### src/matrix_multiply_engine_macros.svh
// Assertion macros shared by the matrix multiply engine RTL.
// No dependencies; the assertion forms are dropped when SYNTHESIS is defined.
`ifndef MATRIX_MULTIPLY_ENGINE_MACROS_SVH
`define MATRIX_MULTIPLY_ENGINE_MACROS_SVH
`ifndef SYNTHESIS
// Same-cycle implication, disabled during reset.
`define MME_ASSERT_NOW(label, clk, rst, ante, cons) \
   label: assert property (@(posedge clk) disable iff (rst) (ante) |-> (cons)) \
      else $error("mme assertion failed");
// Next-cycle implication, disabled during reset.
`define MME_ASSERT_NEXT(label, clk, rst, ante, cons) \
   label: assert property (@(posedge clk) disable iff (rst) (ante) |=> (cons)) \
      else $error("mme assertion failed");
`else
`define MME_ASSERT_NOW(label, clk, rst, ante, cons)
`define MME_ASSERT_NEXT(label, clk, rst, ante, cons)
`endif
`endif

### src/mme_pkg.sv
// Types and constants of the matrix multiply engine.
// No dependencies; used by mme_cell, mme_rsp_fifo and matrix_multiply_engine.
package mme_pkg;
   localparam int DIM_W      = 4;
   localparam int IDX_W      = 3;
   localparam int DATA_W     = 32;
   localparam int PROD_W     = 64;
   localparam int SUM_W      = 52;
   localparam int DIM_LIMIT  = 8;
   localparam int FIFO_DEPTH = 64;
   localparam int FIFO_PTR_W = 6;
   localparam int FIFO_CNT_W = 7;
   localparam int CSR_IDX_W  = 2;

   localparam logic [1:0] OP_WRITE_A = 2'd0;
   localparam logic [1:0] OP_WRITE_B = 2'd1;
   localparam logic [1:0] OP_COMPUTE = 2'd2;

   localparam logic [CSR_IDX_W-1:0] CSR_ROWS_A    = 2'd0;
   localparam logic [CSR_IDX_W-1:0] CSR_INNER_DIM = 2'd1;
   localparam logic [CSR_IDX_W-1:0] CSR_COLS_B    = 2'd2;

   typedef struct packed {
      logic                     valid;
      logic [IDX_W-1:0]         tag;
      logic signed [DATA_W-1:0] a;
      logic signed [DATA_W-1:0] b;
   } bcast_type;

   typedef struct packed {
      logic                    valid;
      logic [IDX_W-1:0]        row;
      logic [IDX_W-1:0]        col;
      logic                    last;
      logic signed [SUM_W-1:0] sum;
   } word_type;

   typedef struct packed {
      logic [IDX_W-1:0]         row;
      logic [IDX_W-1:0]         col;
      logic signed [DATA_W-1:0] value;
      logic                     last;
   } rsp_word_type;

   typedef struct packed {
      logic full;
      logic idle;
   } fifo_status_type;
endpackage

### src/mme_cell.sv
// One accumulate cell of the dot-product chain.
// Depends on mme_pkg.
module mme_cell #(
   parameter int CELL_IDX = 0
) (
   input  logic                        clock,
   input  logic                        reset,
   input  mme_pkg::bcast_type          bcast,
   input  logic [mme_pkg::DIM_W-1:0]   inner_dim,
   input  mme_pkg::word_type           prev_word,
   output mme_pkg::word_type           next_word
);
   import mme_pkg::*;

   logic signed [PROD_W-1:0] prod_ff, prod_in;
   logic signed [PROD_W-1:0] shifted;
   logic signed [SUM_W-1:0]  term;
   word_type                 word_ff, word_in;
   logic                     cell_on;

   assign cell_on = inner_dim > DIM_W'(CELL_IDX);

   always_comb begin
      prod_in = prod_ff;
      // capture the product meant for this cell
      if (bcast.valid && bcast.tag == IDX_W'(CELL_IDX)) begin
         prod_in = bcast.a * bcast.b;
      end
      shifted = prod_ff >>> 16;
      term    = cell_on ? SUM_W'(shifted) : '0;
      word_in     = prev_word;
      word_in.sum = prev_word.sum + term;
   end

   always_ff @(posedge clock) begin
      prod_ff <= prod_in;
      if (reset) begin
         word_ff <= '0;
      end else begin
         word_ff <= word_in;
      end
   end

   assign next_word = word_ff;
endmodule

### config.mk
export PLATFORM = sky130hd
export DESIGN_NAME = mme_cell
export DESIGN_NICKNAME = d
export VERILOG_FILES = /design/src/matrix_multiply_engine_macros.svh /design/src/mme_pkg.sv /design/src/mme_cell.sv
export SDC_FILE = /design/constraint.sdc
export NUM_CORES = 2
export LEC_CHECK = 0
export ABC_AREA = 1
export BUFFER_PORTS_ARGS = -buffer_cell sky130_fd_sc_hd__buf_2
export CAP_MARGIN = 20
export CORE_MARGIN = 2
export CORE_UTILIZATION = 50
export CTS_BUF_LIST = sky130_fd_sc_hd__clkbuf_4
export CTS_CLUSTER_SIZE = 10
export DETAILED_ROUTE_END_ITERATION = 12
export PLACE_DENSITY_LB_ADDON = 0.2
export SLEW_MARGIN = 20
export SYNTH_ARGS = -nofsm -noshare
export SYNTH_HDL_FRONTEND = slang
export SYNTH_SLANG_ARGS = --single-unit
### constraint.sdc
create_clock -name clock -period 9 [get_ports clock]
set_clock_uncertainty 0.05 [all_clocks]
set_input_delay 0.9 -clock clock [delete_from_list [all_inputs] [get_ports clock]]
set_output_delay 0.9 -clock clock [all_outputs]
set_load 0.01 [all_outputs]
==> results by group <==
Synth
  – Seq cells post-synth: roughly 110
  – Synth Area in Simple Gates: 19.7%
  – Post-synth EDFFs: 48
  – Register area share after synthesis: about 5.8%
  – Compound-Gate Fraction of Synth Area: roughly 3.3%
  – Largest family of logic cells by synthesized area: adder cells
  – Largest area contributor in the netlist: fa_1
  – Mapped Area: about 46000 um^2
  – Synth cell types: 34
  – Synth Area per Inst: roughly 7.5 um^2
  – Mapped Nets: approximately 7.6k
  – Post-synthesis mux area share: 0%
  – Synth Instances: between 6k and 7k
  – Ys async rst share: 0%
  – Share of the synthesized area in the top cell type: a little under half
  – Post-synth top flop: dfxtp_1
  – Post-Synth XOR/XNOR Area: less than 1%
  – Synth area leaders: fa_1, inv_1, nand2_1, ha_1, edfxtp_1
  – Synth warn: 0
  – Synth Area in Adders: a little over half

Clocking
  – Longest Clk Path Bufs: 2
  – Post-CTS Setup Inserts: 0
  – CTS sink count: ~110
  – CTS clk-pin slew, worst paths: roughly 180 ps
  – Number of CTS-inserted buffers: 9
  – Clk root buf: clkbuf_4
  – CTS tree: built
  – H-tree depth: 3
  – Worst skew pair latency: between 500 and 600 ps
  – Post-cts resize count: 0
  – Hold buffer count at CTS: 0

Global routing
  – Initial antenna violation count: 5
  – All-layer global routing usage: 30.5%
  – Vias in the first global route: approximately 40k
  – Pin count of the biggest net entering global routing: 49
  – Total grt overflow: 0
  – First-pass GRT wire length: about 220 mm

Route
  – Drt pass-1 iters: 6
  – Vias per inst: a little over 5
  – Met1 WL: approximately 59 mm
  – # DRC: 0
  – Routed wl met2: between 60 and 70 mm
  – Uppermost layer routed: met5
  – Per-cell routed wire length: about 18 um
  – Iteration-0 DRC Markers: between 2k and 3k
  – Total wire length: roughly 140 mm
  – Post-DRT Antenna Nets: 0
  – Vias: around 37k
  – Met3 Wirelength: approximately 8.7 mm

Setup path
  – R2R Setup Slk: around 6300 ps
  – Critical path class: in2reg
  – Worst R2R Path Depth: 15
  – CP required: between 9000 and 10000 ps
  – Crit end category: flip-flop
  – Worst Path Max Fanout: 24
  – Startpoint Class: primary input
  – Crit path arrival time: about 8300 ps
  – R2r endpoint: next_word[32]
  – Worst R2R Start: prod_ff[16]

Placed design
  – GPL Wtd Cong: just under 1
  – Pre-CTS setup slack: approximately 480 ps
  – Placed Instance Area: 48000 um^2
  – HPWL after DPL: approximately 120 mm
  – # port buffers: about 190

Min path
  – Hold path start: prev_word[55]
  – Hold Crit Depth: 3
  – Hold Path End: next_word[55]
  – Worst hold path class: in2reg

Die
  – Die Span X: 307 um
  – Full die area: 94000 um^2
  – Core Region: around 90000 um^2
  – Starting Density: between 50% and 60%
  – Die H: ~310 um
  – Boundary Pins: 194
  – Site row count: 110

Finish
  – Share of layout cells above drive strength 1: between 5 and 6%
  – Commonest non-fill, non-tap cell in the layout: inv_1
  – Final instance area: ~48000 um^2
  – Synth-to-layout area growth: 5.19%
  – Most frequent cells in the layout: inv_1, nand2_1, fa_1
  – Final #Nets: roughly 7.7k

Timing
  – Setup_tns: 0 ps
  – Worst Max-Slew Pin Slew: 931 ps
  – F_max: between 0.1 and 0.15 GHz
  – Final worst setup slack: about 950 ps
  – Slew HR: a little under two fifths
  – Hold violation count in the final report: 0
  – Max-slew violations: 0
  – Post-route clock period utilization: between 80% and 90%
  – Final setup violation count: 0
  – RSZ-0062 raised after global routing: false
  – Fin crit period: 8050 ps

Run status
  – Status: complete, no violations

Job
  – Max-cap violation count: 0
[cell type report]
type                            instances  area (um^2)
Antenna cell                            2         5.00
Clock buffer                            9         67.6
Clock inverter                          7         80.1
Fill cell                            8887        42300
Inverter                             1883         7070
Multi-Input combinational cell       3938        35300
Sequential cell                       108         2640
Tap cell                             1176         1470
Timing Repair Buffer                  263         1500
[cells in the mapped netlist (all sizes together), types with 5 or more instances]
| library cell | instances |
|---|---|
| nor4 | 5 |
| o21bai | 21 |
| edfxtp | 48 |
| xor2 | 20 |
| nor2 | 354 |
| or2 | 7 |
| a21oi | 168 |
| and2 | 5 |
| dfxtp | 60 |
| ha | 231 |
| fa | 1082 |
| inv | 1883 |
| nor3 | 19 |
| clkbuf | 198 |
| o21ai | 82 |
| nand4 | 13 |
| nand3 | 107 |
| nand2 | 1801 |
| o21a | 12 |
[metrics by stage]
stage                     instances  hold slack [ps]  utilization (%)
final                          7386              513             53.3
after global routing           7386              481             53.3
after CTS                      7384              475             53.2
after detailed placement       7368              650             53.1
after global placement         7368              653             53.1
after floorplan                6131              611                -
[critical path: stages]
cell     delay (ps)
buf_2           580
nand2_1         240
fa_1            650
fa_1            670
buf_4           210
fa_1            450
fa_1            510
inv_1            50
fa_1            570
fa_1            430
fa_1            520
fa_1            420
ha_1            480
nand2_1         150
nor2_1          300
inv_1           100
nor2_1          160
inv_1            90
nor2_1          260
nand4_1         240
nand3_1         150
nand2_1         110
[state kept, by name (all words and copies together), names as in the netlist]
register and cells:
next_word 60, prod_ff 48
[worst max path at each step]
stage	start	end	slack [ps]	cells after the start
floorplan	bcast[63]	prod_ff[54]	1240	27
global placement	bcast[9]	prod_ff[50]	500	22
detailed placement	bcast[9]	prod_ff[50]	480	22
CTS	bcast[9]	prod_ff[50]	1040	22
global route	bcast[63]	prod_ff[61]	650	25
finish	bcast[9]	prod_ff[50]	950	22
[metal layers]
layer / global-route usage [%] / vias to the layer above
met1: 41.9 / 18400
met5: 0 / -
li1: - / 17300
met4: 8.11 / 4
met3: 3.21 / 248
met2: 51.7 / 1335
[kinds of logic (layout without fill, tap and decap cells)]
group,Yosys count,count (layout)
buffers and inverters,2085,2162
AOI/OAI and AO/OA,285,285
and+or+nand+nor,2317,2317
DFF,108,108
other,0,2
xor gates and xnor gates,23,23
adders and majority gates,1313,1313
Power is left out: the tool's default activity adds up to more than one toggle a clock period on the data nets, which glitch-free logic cannot reach.
