**src/matrix_multiply_engine_macros.svh**
```systemverilog
// Assertion macros shared by the matrix multiply engine RTL.
// No dependencies; the assertion forms are dropped when SYNTHESIS is defined.
`ifndef MATRIX_MULTIPLY_ENGINE_MACROS_SVH
`define MATRIX_MULTIPLY_ENGINE_MACROS_SVH
`ifndef SYNTHESIS
// Same-cycle implication, disabled during reset.
`define MME_ASSERT_NOW(label, clk, rst, ante, cons) \
   label: assert property (@(posedge clk) disable iff (rst) (ante) |-> (cons)) \
      else $error("mme assertion failed");
// Next-cycle implication, disabled during reset.
`define MME_ASSERT_NEXT(label, clk, rst, ante, cons) \
   label: assert property (@(posedge clk) disable iff (rst) (ante) |=> (cons)) \
      else $error("mme assertion failed");
`else
`define MME_ASSERT_NOW(label, clk, rst, ante, cons)
`define MME_ASSERT_NEXT(label, clk, rst, ante, cons)
`endif
`endif

```
**src/mme_pkg.sv**
```systemverilog
// Types and constants of the matrix multiply engine.
// No dependencies; used by mme_cell, mme_rsp_fifo and matrix_multiply_engine.
package mme_pkg;
   localparam int DIM_W      = 4;
   localparam int IDX_W      = 3;
   localparam int DATA_W     = 32;
   localparam int PROD_W     = 64;
   localparam int SUM_W      = 52;
   localparam int DIM_LIMIT  = 8;
   localparam int FIFO_DEPTH = 64;
   localparam int FIFO_PTR_W = 6;
   localparam int FIFO_CNT_W = 7;
   localparam int CSR_IDX_W  = 2;

   localparam logic [1:0] OP_WRITE_A = 2'd0;
   localparam logic [1:0] OP_WRITE_B = 2'd1;
   localparam logic [1:0] OP_COMPUTE = 2'd2;

   localparam logic [CSR_IDX_W-1:0] CSR_ROWS_A    = 2'd0;
   localparam logic [CSR_IDX_W-1:0] CSR_INNER_DIM = 2'd1;
   localparam logic [CSR_IDX_W-1:0] CSR_COLS_B    = 2'd2;

   typedef struct packed {
      logic                     valid;
      logic [IDX_W-1:0]         tag;
      logic signed [DATA_W-1:0] a;
      logic signed [DATA_W-1:0] b;
   } bcast_type;

   typedef struct packed {
      logic                    valid;
      logic [IDX_W-1:0]        row;
      logic [IDX_W-1:0]        col;
      logic                    last;
      logic signed [SUM_W-1:0] sum;
   } word_type;

   typedef struct packed {
      logic [IDX_W-1:0]         row;
      logic [IDX_W-1:0]         col;
      logic signed [DATA_W-1:0] value;
      logic                     last;
   } rsp_word_type;

   typedef struct packed {
      logic full;
      logic idle;
   } fifo_status_type;
endpackage

```
**src/mme_rsp_if.sv**
```systemverilog
// Response channel of the matrix multiply engine: valid, ready and one result word.
// No dependencies.
interface mme_rsp_if;
   logic               valid;
   logic               ready;
   logic [2:0]         out_row;
   logic [2:0]         out_col;
   logic signed [31:0] out_value;
   logic               last;
   modport source (output valid, out_row, out_col, out_value, last, input ready);
   modport sink (input valid, out_row, out_col, out_value, last, output ready);
endinterface

```
**src/mme_rsp_fifo.sv**
```systemverilog
// Result queue with a registered output stage, deep enough for a whole result matrix.
// Depends on mme_pkg and mme_rsp_if.
module mme_rsp_fifo (
   input  logic                      clock,
   input  logic                      reset,
   input  logic                      push,
   input  mme_pkg::rsp_word_type     push_word,
   output mme_pkg::fifo_status_type  status,
   mme_rsp_if.source                 rsp_ch
);
   import mme_pkg::*;

   rsp_word_type            mem [FIFO_DEPTH];
   logic [FIFO_PTR_W-1:0]   wr_ptr_ff, wr_ptr_in;
   logic [FIFO_PTR_W-1:0]   rd_ptr_ff, rd_ptr_in;
   logic [FIFO_CNT_W-1:0]   count_ff, count_in;
   logic                    out_valid_ff, out_valid_in;
   rsp_word_type            out_ff;
   logic                    pop;

   always_comb begin
      pop          = (count_ff != '0) && (!out_valid_ff || rsp_ch.ready);
      wr_ptr_in    = push ? wr_ptr_ff + 1'b1 : wr_ptr_ff;
      rd_ptr_in    = pop ? rd_ptr_ff + 1'b1 : rd_ptr_ff;
      count_in     = count_ff + FIFO_CNT_W'(push) - FIFO_CNT_W'(pop);
      out_valid_in = pop || (out_valid_ff && !rsp_ch.ready);
   end

   always_ff @(posedge clock) begin
      if (push) begin
         mem[wr_ptr_ff] <= push_word;
      end
      if (pop) begin
         out_ff <= mem[rd_ptr_ff];
      end
   end

   always_ff @(posedge clock) begin
      if (reset) begin
         wr_ptr_ff    <= '0;
         rd_ptr_ff    <= '0;
         count_ff     <= '0;
         out_valid_ff <= 1'b0;
      end else begin
         wr_ptr_ff    <= wr_ptr_in;
         rd_ptr_ff    <= rd_ptr_in;
         count_ff     <= count_in;
         out_valid_ff <= out_valid_in;
      end
   end

   assign status.full      = count_ff == FIFO_CNT_W'(FIFO_DEPTH);
   assign status.idle      = (count_ff == '0) && !out_valid_ff;
   assign rsp_ch.valid     = out_valid_ff;
   assign rsp_ch.out_row   = out_ff.row;
   assign rsp_ch.out_col   = out_ff.col;
   assign rsp_ch.out_value = out_ff.value;
   assign rsp_ch.last      = out_ff.last;
endmodule

```
**src/flat_wrapper.sv**
```systemverilog
// flat-port wrapper written by rule: the top's interface ports become plain ports
module mme_rsp_fifo_flat import mme_pkg::*;
  (clock, reset, push, push_word, status, rsp_ch_valid, rsp_ch_out_row, rsp_ch_out_col, rsp_ch_out_value, rsp_ch_last, rsp_ch_ready);
  mme_rsp_if rsp_ch_i ();
  input  logic clock;
  input  logic reset;
  input  logic push;
  input  mme_pkg::rsp_word_type push_word;
  output mme_pkg::fifo_status_type status;
  output wire logic [$bits(rsp_ch_i.valid)-1:0] rsp_ch_valid;
  output wire logic [$bits(rsp_ch_i.out_row)-1:0] rsp_ch_out_row;
  output wire logic [$bits(rsp_ch_i.out_col)-1:0] rsp_ch_out_col;
  output wire logic [$bits(rsp_ch_i.out_value)-1:0] rsp_ch_out_value;
  output wire logic [$bits(rsp_ch_i.last)-1:0] rsp_ch_last;
  input wire logic [$bits(rsp_ch_i.ready)-1:0] rsp_ch_ready;
  assign rsp_ch_valid = rsp_ch_i.valid;
  assign rsp_ch_out_row = rsp_ch_i.out_row;
  assign rsp_ch_out_col = rsp_ch_i.out_col;
  assign rsp_ch_out_value = rsp_ch_i.out_value;
  assign rsp_ch_last = rsp_ch_i.last;
  assign rsp_ch_i.ready = rsp_ch_ready;
  mme_rsp_fifo u_core (.clock(clock), .reset(reset), .push(push), .push_word(push_word), .status(status), .rsp_ch(rsp_ch_i));
endmodule
```
**config.mk**
```make
export PLATFORM = sky130hd
export DESIGN_NAME = mme_rsp_fifo_flat
export DESIGN_NICKNAME = d
export VERILOG_FILES = /design/src/matrix_multiply_engine_macros.svh /design/src/mme_pkg.sv /design/src/mme_rsp_if.sv /design/src/mme_rsp_fifo.sv /design/src/flat_wrapper.sv
export SDC_FILE = /design/constraint.sdc
export NUM_CORES = 2
export LEC_CHECK = 0
export ABC_AREA = 1
export BUFFER_PORTS_ARGS = -buffer_cell sky130_fd_sc_hd__buf_2
export CAP_MARGIN = 10
export CORE_ASPECT_RATIO = 1.75
export CORE_MARGIN = 2
export CORE_UTILIZATION = 63
export CTS_CLUSTER_SIZE = 10
export DETAILED_ROUTE_END_ITERATION = 12
export PLACE_DENSITY = 0.79
export SETUP_SLACK_MARGIN = 0.4
export SLEW_MARGIN = 10
export SYNTH_ARGS = -nofsm -noshare
export SYNTH_HDL_FRONTEND = slang
export SYNTH_SLANG_ARGS = --single-unit
export TNS_END_PERCENT = 100
```
**constraint.sdc**
```tcl
create_clock -name clock -period 5.8 [get_ports clock]
set_input_delay 0.29 -clock clock [delete_from_list [all_inputs] [get_ports clock]]
set_output_delay 0.29 -clock clock [all_outputs]
set_load 0.03 [all_outputs]
```
==> summary.md <==
| Metric | Value |
|---|---|
| Status | `completed` |
| Post-Route WL | `309000 um` |
| Die Y | `546 um` |
| Max Transition Viols Final | `0` |
| Drt pass-1 iters | `8` |
| Starting density of the core | `63.4%` |
| Worst Tran Pin Value | `1.48 ns` |
| Worst clock skew | `0.0342 ns` |
| Die area | `0.171 mm^2` |
| Most frequent cells in the layout | `nand2_1, edfxtp_1, nand3_1` |
| Startpoint Class | `flip-flop` |
| Num CTS Buffers | `297` |
| Layout cells sized above 1 | `6.35%` |
| H-tree Lvls | `5` |
| Placed cell areas | `0.108 mm^2` |
| Max Root-Sink Buffers | `4` |
| First-pass GRT wire length | `450000 um` |
| Layout area overhead | `9.92%` |
| Syn_nets | `9626` |
| Final RePlAce weighted congestion | `0.876` |
| CTS tree | `yes` |
| Initial antenna violation count | `19` |
| Total global-route track usage | `35.8%` |
| Worst VDD drop | `0.403 mV` |
| 1st-iter DRT viols | `11752` |
| Nets | `9609` |
| Register area | `0.0765 mm^2` |
| Setup ws final | `1.89 ns` |
| CTS Sinks | `2555` |
| Synth top area share | `72.1%` |
| Relative slew slack | `1.57%` |
| Post_cts resized | `0` |
| Synth warn | `0` |
| Std-Cell Rows | `198` |
| FMAX | `255 MHz` |
| Gr ovfl total | `0` |
| Filler cells | `10817` |
| Worst Setup SP | `u_core.rd_ptr_ff[2]` |
| Place WS | `2.12 ns` |
| Critical Path Sink Type | `flip-flop` |
| Ranking of synthesized cells by area | `edfxtp_1, nand2_1, nand3_1, nor2_1, inv_1` |
| Final period util | `67.5%` |
| Syn avg cell area | `11.0 um^2` |
| CP Class | `flip-flop to flip-flop` |
| Core Footprint | `0.166 mm^2` |
| DR WL/cell | `26.2 um` |
| HP Start | `push_word[24]` |
| Root buf cell | `clkbuf_16` |
| Arrival time at the worst endpoint | `4.61 ns` |
| Clk_lat worst skew | `0.84 ns` |
| Post-synth cell types | `29` |
| Cell taking the most area after synthesis | `edfxtp_1` |
| Hold Crit Class | `input port to flip-flop` |
| Synthesized cell area | `0.106 mm^2` |
| Final Hold Vio Count | `0` |
| Input/output buffers | `84` |
| DIE WIDTH | `313 um` |
| Power per cell area | `414 mW/mm^2` |
| Setup TNS | `0 ns` |
| Commonest non-fill, non-tap cell in the layout | `nand2_1` |
| Reg2reg start | `u_core.rd_ptr_ff[2]` |
| Final Cell Area | `0.116 mm^2` |
| Post-Syn Instances | `9571` |
| Area of the multi-input gates | `0.0244 mm^2` |
| Post-synthesis sequential area ratio | `72.5%` |
| Max Cap Viol | `0` |
| Vias | `73982` |
| Seq cells post-synth | `2555` |
| Largest net degree at the start of global routing | `244` |
| RSZ-0062 raised after global routing | `no` |
| Residual DRC | `0` |
| Final Critical Period | `3.91 ns` |
| CP Max Fanout | `84` |
| Reg clk slew, reported paths | `0.06 ns` |
| Hpwl dp | `158000 um` |
| Ports | `85` |
| Final-report setup violation count | `0` |
| Vias in the first global route | `72988` |
| CP required | `6.49 ns` |
| Routed vias/inst | `6.26` |
| Leak | `44.4 nW` |
| Detail Route Antenna Nets | `0` |
==> per-layer routing <==
metal  track usage (%)  share of wire [%]  vias to the layer above
met3              8.53                 13                     1472
met5             0.369              0.051                        -
met4              27.7                9.0                       14
li1                  -                  -                    31839
met2              56.6                 47                     5813
met1              42.3                 31                    34844
==> power breakdown <==
group	switching [mW]	internal, mW
logic	8.18	2.83
clock network	6.75	9.28
registers	0.383	20.7
total	15.3	32.8
==> per-stage QoR <==
stage          instances  hold slack, ns  power, mW  util [%]
6_report           11810          0.0297       48.1      69.7
5_1_grt            11808          0.0517       49.6      69.7
4_1_cts            11804           0.111       47.8      69.7
3_5_place_dp       11450           0.547       32.0      64.9
3_3_place_gp       11448           0.534       31.7      64.9
2_1_floorplan       9571           0.389       28.6         -
==> worst paths after layout <==
path                               to  slack (ns)  depth (start not counted)
max          u_core.rsp_ch.out_row[2]        1.89                         10
min                u_core.mem[20][24]        0.03                          1
max reg2reg  u_core.rsp_ch.out_row[2]        1.89                         10
min reg2reg       u_core.wr_ptr_ff[3]        0.58                          2
==> flip-flops by register name, indices dropped and copies added (netlist names) <==
| name | cells |
|---|---|
| u_core.mem | 2496 |
| u_core.rsp_ch.valid | 1 |
| u_core.rsp_ch.out_value | 32 |
| u_core.rsp_ch.last | 1 |
| u_core.rsp_ch.out_row | 3 |
| u_core.count_ff | 7 |
| u_core.wr_ptr_ff | 6 |
| u_core.rd_ptr_ff | 6 |
| u_core.rsp_ch.out_col | 3 |
==> cells in the mapped netlist <==
cell type     n
clkinv_1      2
a41oi_1       1
buf_2       133
xor2_1        2
and3_1        1
buf_6        21
clkinv_2      1
nor3_1       10
nor3b_1       1
nand2_1    3133
o21ai_0     329
dfxtp_1      20
a31oi_1       2
ha_1         11
inv_1       717
o21ai_1       6
buf_1        81
clkbuf_1    273
nand3_1    1147
edfxtp_1   2535
o211ai_1     13
a21oi_1     170
buf_4        24
xnor2_1       1
fa_1          1
nand4_1       3
inv_4         1
nor2_1      930
o21bai_1      2
==> cell families (layout without fill, tap and decap cells) <==
logic type | after synthesis | count (layout) | share of synthesized area (%)
adder cells (fa/ha/maj) | 12 | 12 | 0.149
flip-flops | 2555 | 2555 | 72.5
other | 0 | 5 | 0
buffers and inverters | 1253 | 1287 | 4.85
AND/OR/NAND/NOR | 5225 | 5225 | 20.0
AO/OA/AOI/OAI | 523 | 523 | 2.52
XOR/XNOR | 3 | 3 | 0.0249
==> layout make-up <==
type                       instances  area share (%)
sequential                      2555            66.0
timing repair buffer             216            1.45
inverter                         721            2.38
multi-input combinational       5763            21.0
antenna                            5          0.0108
tap                             2200            2.37
clock buffer                     333            6.63
clock inverter                    17           0.166
==> repair_timing <==
| item | 4_1_cts | 5_1_grt |
|---|---|---|
| hold endpoints to repair | 12 | 0 |
| hold buffers | 4 | 0 |
| buffers inserted | 0 | 0 |
==> critical path, cell delays in order (launching register included) <==
cell,delay [ns]
dfxtp_4,0.37
buf_4,0.90
nand2_1,0.33
inv_6,0.80
buf_12,0.55
nand2_1,0.13
nand2_1,0.11
nor2_1,0.09
nand2_1,0.06
nand3_1,0.23
nand2_1,0.14
No activity file was read; power rests on OpenSTA's default activity.
